File: src/hw/rtl/mng_pkg.sv
package mng_pkg;

  typedef logic [63:0] word_t;
  typedef word_t [3:0] node_t;

  localparam int unsigned LevelW = 6;
  localparam int unsigned IndexW = 63;
  localparam int unsigned InDataW = 72;
  localparam int unsigned OutDataW = 256;

  localparam word_t GoldenInc = 64'h9e3779b97f4a7c15;
  localparam word_t MixMulA   = 64'hbf58476d1ce4e5b9;
  localparam word_t MixMulB   = 64'h94d049bb133111eb;
  localparam word_t SeedBase  = 64'h6d65726b6c655f32;
  localparam word_t LevelMul  = 64'hd6e8feb86659fd93;
  localparam word_t IndexMul  = 64'ha5a3564e27f8862f;

  // Stages through one mix round
  localparam int unsigned MixDepth = 7;

endpackage

File: src/hw/rtl/mng_mul64.sv
module mng_mul64 (
  input  logic           clk_i,
  input  logic           en_i,
  input  mng_pkg::word_t a_i,
  input  mng_pkg::word_t b_i,
  output mng_pkg::word_t p_o
);
  import mng_pkg::*;

  logic [63:0] ll_full;
  logic [63:0] hl_full;
  logic [63:0] lh_full;
  logic [63:0] ll_q;
  logic [31:0] hl_q;
  logic [31:0] lh_q;
  logic [31:0] cross_sum;
  word_t       p_q;

  // Partial products; only the low half of the cross terms survives mod 2^64
  assign ll_full = a_i[31:0] * b_i[31:0];
  assign hl_full = a_i[63:32] * b_i[31:0];
  assign lh_full = a_i[31:0] * b_i[63:32];

  always_ff @(posedge clk_i) begin
    if (en_i) begin
      ll_q <= ll_full;
      hl_q <= hl_full[31:0];
      lh_q <= lh_full[31:0];
    end
  end

  // Sum the partial products
  assign cross_sum = hl_q + lh_q;

  always_ff @(posedge clk_i) begin
    if (en_i) begin
      p_q <= ll_q + {cross_sum, 32'd0};
    end
  end

  assign p_o = p_q;

endmodule

File: src/hw/rtl/mng_seed.sv
module mng_seed (
  input  logic                         clk_i,
  input  logic                         rst_ni,
  input  logic                         en_i,
  input  logic                         valid_i,
  input  logic [mng_pkg::LevelW-1:0]   level_i,
  input  logic [mng_pkg::IndexW-1:0]   node_index_i,
  output logic                         valid_o,
  output mng_pkg::word_t               seed_o
);
  import mng_pkg::*;

  logic [2:0] vld_q;
  word_t      lvl_full;
  word_t      lvl1_q;
  word_t      lvl2_q;
  word_t      idx_prod;
  word_t      seed_q;

  // Index product over two stages
  mng_mul64 u_idx_mul (
    .clk_i (clk_i),
    .en_i  (en_i),
    .a_i   ({1'b0, node_index_i}),
    .b_i   (IndexMul),
    .p_o   (idx_prod)
  );

  // Level product is narrow, one stage, then held to line up
  assign lvl_full = {{(64-LevelW){1'b0}}, level_i} * LevelMul;

  always_ff @(posedge clk_i) begin
    if (en_i) begin
      lvl1_q <= lvl_full;
      lvl2_q <= lvl1_q;
      seed_q <= SeedBase ^ lvl2_q ^ idx_prod;
    end
  end

  // Advance valid bits with the data
  always_ff @(posedge clk_i or negedge rst_ni) begin
    if (!rst_ni) begin
      vld_q <= '0;
    end else if (en_i) begin
      vld_q <= {vld_q[1:0], valid_i};
    end
  end

  assign valid_o = vld_q[2];
  assign seed_o  = seed_q;

endmodule

File: config.mk
export PLATFORM = sky130hd
export DESIGN_NAME = mng_seed
export DESIGN_NICKNAME = d
export VERILOG_FILES = /design/src/hw/rtl/mng_pkg.sv /design/src/hw/rtl/mng_mul64.sv /design/src/hw/rtl/mng_seed.sv
export SDC_FILE = /design/constraint.sdc
export NUM_CORES = 2
export LEC_CHECK = 0
export ABC_AREA = 1
export BUFFER_PORTS_ARGS = -buffer_cell sky130_fd_sc_hd__buf_4
export CAP_MARGIN = 20
export CORE_MARGIN = 2
export CORE_UTILIZATION = 60
export DETAILED_ROUTE_END_ITERATION = 8
export GPL_TIMING_DRIVEN = 0
export PLACE_DENSITY = 0.77
export SYNTH_ARGS = -nofsm -noshare
export SYNTH_HDL_FRONTEND = slang
export SYNTH_SLANG_ARGS = --single-unit
File: constraint.sdc
create_clock -name clk_i -period 3.5 [get_ports clk_i]
set_clock_uncertainty 0.2 [all_clocks]
set_input_delay 0.7 -clock clk_i [delete_from_list [all_inputs] [get_ports clk_i]]
set_output_delay 0.7 -clock clk_i [all_outputs]
set_load 0.01 [all_outputs]
==> results.cfg <==
[floorplan]
core_area_um2 = 93600
io_pins = 138
die_area_um2 = 97200
die_width_um = 312
die_y_um = 312
fp-row-count = 112
start_util_pct = 60.7

[worst_hold_path]
hp-class = in2reg
holdPathStages = 3
hold_start = valid_i
hold_path_end = vld_q[0]

[routing]
antenna_left = 0
routed_wl_um = 204000
vias_per_cell = 5.91
wire_per_inst_um = 25.5
route.vias.total = 47400
first_iter_violations = 4809
firstDrtPassIters = 8
drc_errors = 0

[clock_network]
cts_buffers = 37
clk_path_buf_depth = 3
htree_levels = 2
cts.sinks = 381
cts_tree = yes
cts.clk_slew.worst_paths_ns = 0.07
clockRootBuffer = clkbuf_16
clk_latency_ns = 0.58

[setup_path]
crit_path_end_kind = flip-flop
path_buf_inv = 10
timing.rr.end = u_idx_mul.p_o[60]
crit_type = in2reg
path_max_fanout = 5
start_kind = primary input
reg2reg_depth = 19
crit_family = adder cells
worst_path_max_delay_cell = fa_1
cpPeakStageDelay_ns = 0.58
crit_path_start = node_index_i[5]
r2r_setup_slack_ns = -0.55
crit_arrival_ns = 6.65
critPathRequiredTime_ns = 3.68
r2r_start = u_idx_mul.hl_q[5]

[placement]
io_buffers = 137
placedCellCount = 7566
dp_hpwl_um = 154000
pre_cts_ws_ns = -4.30
place.gp.congestion = 1.06

[logic_synthesis]
postSynthCellCount = 6172
yosysMostFrequentCell = inv_1
yosysTopAreaCellShare_pct = 27.5
synth_cell_type_count = 48
synth_area_um2 = 56900
syn_nets = 7918
synthTopCellsByArea = fa_1, edfxtp_1, ha_1, inv_1, nand2_1
yosysSeqAreaShare_pct = 20.1
synth_edf_count = 378
synth_top_area_cell = fa_1
ys_top_cells_by_count = inv_1, ha_1, nand2_1, fa_1, nor2_1
async_flop_share_pct = 0.787
yosysWarningCount = 0
synth.avg_cell_area_um2 = 9.21
synth-main-ff-cell = edfxtp_1
ys_seq_elements = 381

[timing]
finalCriticalPeriod_ns = 6.47
slew_headroom_pct = 54.5
fin_ws_ns = -2.97
drv_slew = 0
rsz0062_at_grt = true
setup_viol = 167
max_freq_mhz = 155
fin_hold_ws_ns = 0.155
final.period_utilization_pct = 185
tightest_slew_ns = 0.680
hold_viol_final = 0

[layout]
fin_util_pct = 81.1
final_cell_count_no_fill = 8019
syn2layout_area_growth_pct = 33.6
num-nets-final = 8479
drive_gt1_share_pct = 34.7

[status]
violations = negative setup slack
outcome = complete, but fails checks

[flow_run]
cap_violations = 0

[global_route]
grt_max_degree = 119
grt_pass1_wl_um = 282000
antenna_found_initial = 8
grt_remaining_overflow = 0
grt_use_total_pct = 39.2
first_global_vias = 46600
sequential cells by signal, indices dropped and copies added, names as in the netlist:
name,count
lvl1_q,64
lvl2_q,64
seed_o,64
u_idx_mul.hl_q,32
u_idx_mul.lh_q,31
u_idx_mul.ll_q,59
u_idx_mul.p_o,64
vld_q,3
per-stage QoR:
| step | setup TNS (ns) | cell area, um2 |
|---|---|---|
| finish | -256.59 | 75900 |
| global route | -268.98 | 75900 |
| CTS | -255.97 | 69000 |
| detailed placement | -388.83 | 63800 |
| global placement | -862.28 | 63700 |
| floorplan | -228.35 | 61100 |
layout by cell type (no fill, tap or decap), drive strengths merged, types with 2 or more instances in the layout:
cell type  netlist  routed
inv           1657    1653
ha             892     892
nand2          808     808
fa             781     781
buf              3     524
nor2           425     425
edfxtp         378     378
a21oi          300     300
nand3          205     205
o21ai          195     195
xor2           179     179
xnor2           87      87
nand4           47      47
nor3            43      43
clkbuf           0      41
a21o            28      28
o21bai          28      28
nand3b          22      22
a21boi          15      15
a31oi           13      13
clkinv           0      13
o21a            11      11
o211ai          11      11
or2             11      11
clkinvlp         0      10
nor4             8       8
bufinv           0       7
a211oi           6       6
and3             6       6
diode            0       4
dfrtp            3       3
a31o             2       2
o2111ai          2       2
worst reg2reg max path, cell delays in order (launching register included):
cell      delay, ns
edfxtp_1       0.48
ha_4           0.39
nand2_1        0.15
nor2_2         0.17
nand2_1        0.09
o211ai_1       0.16
nand2_1        0.16
nand2_4        0.13
a21oi_4        0.08
o211ai_1       0.24
nand2_2        0.13
ha_4           0.31
buf_4          0.16
a21oi_4        0.16
a21boi_2       0.20
o21ai_0        0.09
a31oi_1        0.23
nand2_1        0.11
nand2_1        0.09
nand2_1        0.07
worst max-delay path by stage:
stage                    endpoint  depth (start not counted)  slack [ns]
3_3_place_gp   u_idx_mul.ll_q[45]                         21       -4.22
2_1_floorplan  u_idx_mul.ll_q[60]                         22       -2.73
4_1_cts        u_idx_mul.ll_q[41]                         20       -2.96
3_5_place_dp   u_idx_mul.ll_q[45]                         21       -4.30
5_1_grt        u_idx_mul.ll_q[43]                         23       -3.09
6_report       u_idx_mul.ll_q[41]                         26       -2.97
cell families (layout without fill, tap and decap cells):
| group | after synthesis | after routing | synth area share, % |
|---|---|---|---|
| adder cells (fa/ha/maj) | 1673 | 1673 | 47.1 |
| multiplexers | 1 | 1 | 0.0198 |
| AND/OR/NAND/NOR | 1578 | 1578 | 11.7 |
| XOR/XNOR | 266 | 266 | 4.10 |
| buffers and inverters | 1660 | 2249 | 11.0 |
| other | 0 | 4 | 0 |
| AO/OA/AOI/OAI | 613 | 613 | 5.95 |
| flip-flops | 381 | 381 | 20.1 |
metal layers:
metal / track usage [%] / part of all wire, % / vias up
met4: 12.8 / 5.5 / 8
met3: 9.63 / 11 / 689
met5: 0 / 0.027 / -
met2: 60.2 / 45 / 2825
met1: 54.7 / 39 / 23400
li1: - / - / 20400
area by class of cell:
cell class	count	area, um2
antenna	4	10.0
buffer	3	55.1
clock buffer	41	941
clock inverter	26	388
fill	5406	17700
inverter	1657	6300
multi-input combinational	4131	50100
sequential	381	11400
tap	1254	1570
timing repair buffer	522	5190
repair_timing:
| item | in CTS | in global routing |
|---|---|---|
| pin swaps | 318 | 600 |
| endpoints found under the setup margin | 182 | 185 |
| endpoints found under the hold margin | 3 | 0 |
| setup buffers | 153 | 235 |
| hold buffers | 1 | 0 |
| resized for setup | 608 | 1194 |
Power is left out: the tool's default activity adds up to more than one toggle a clock period on the data nets, which glitch-free logic cannot reach.
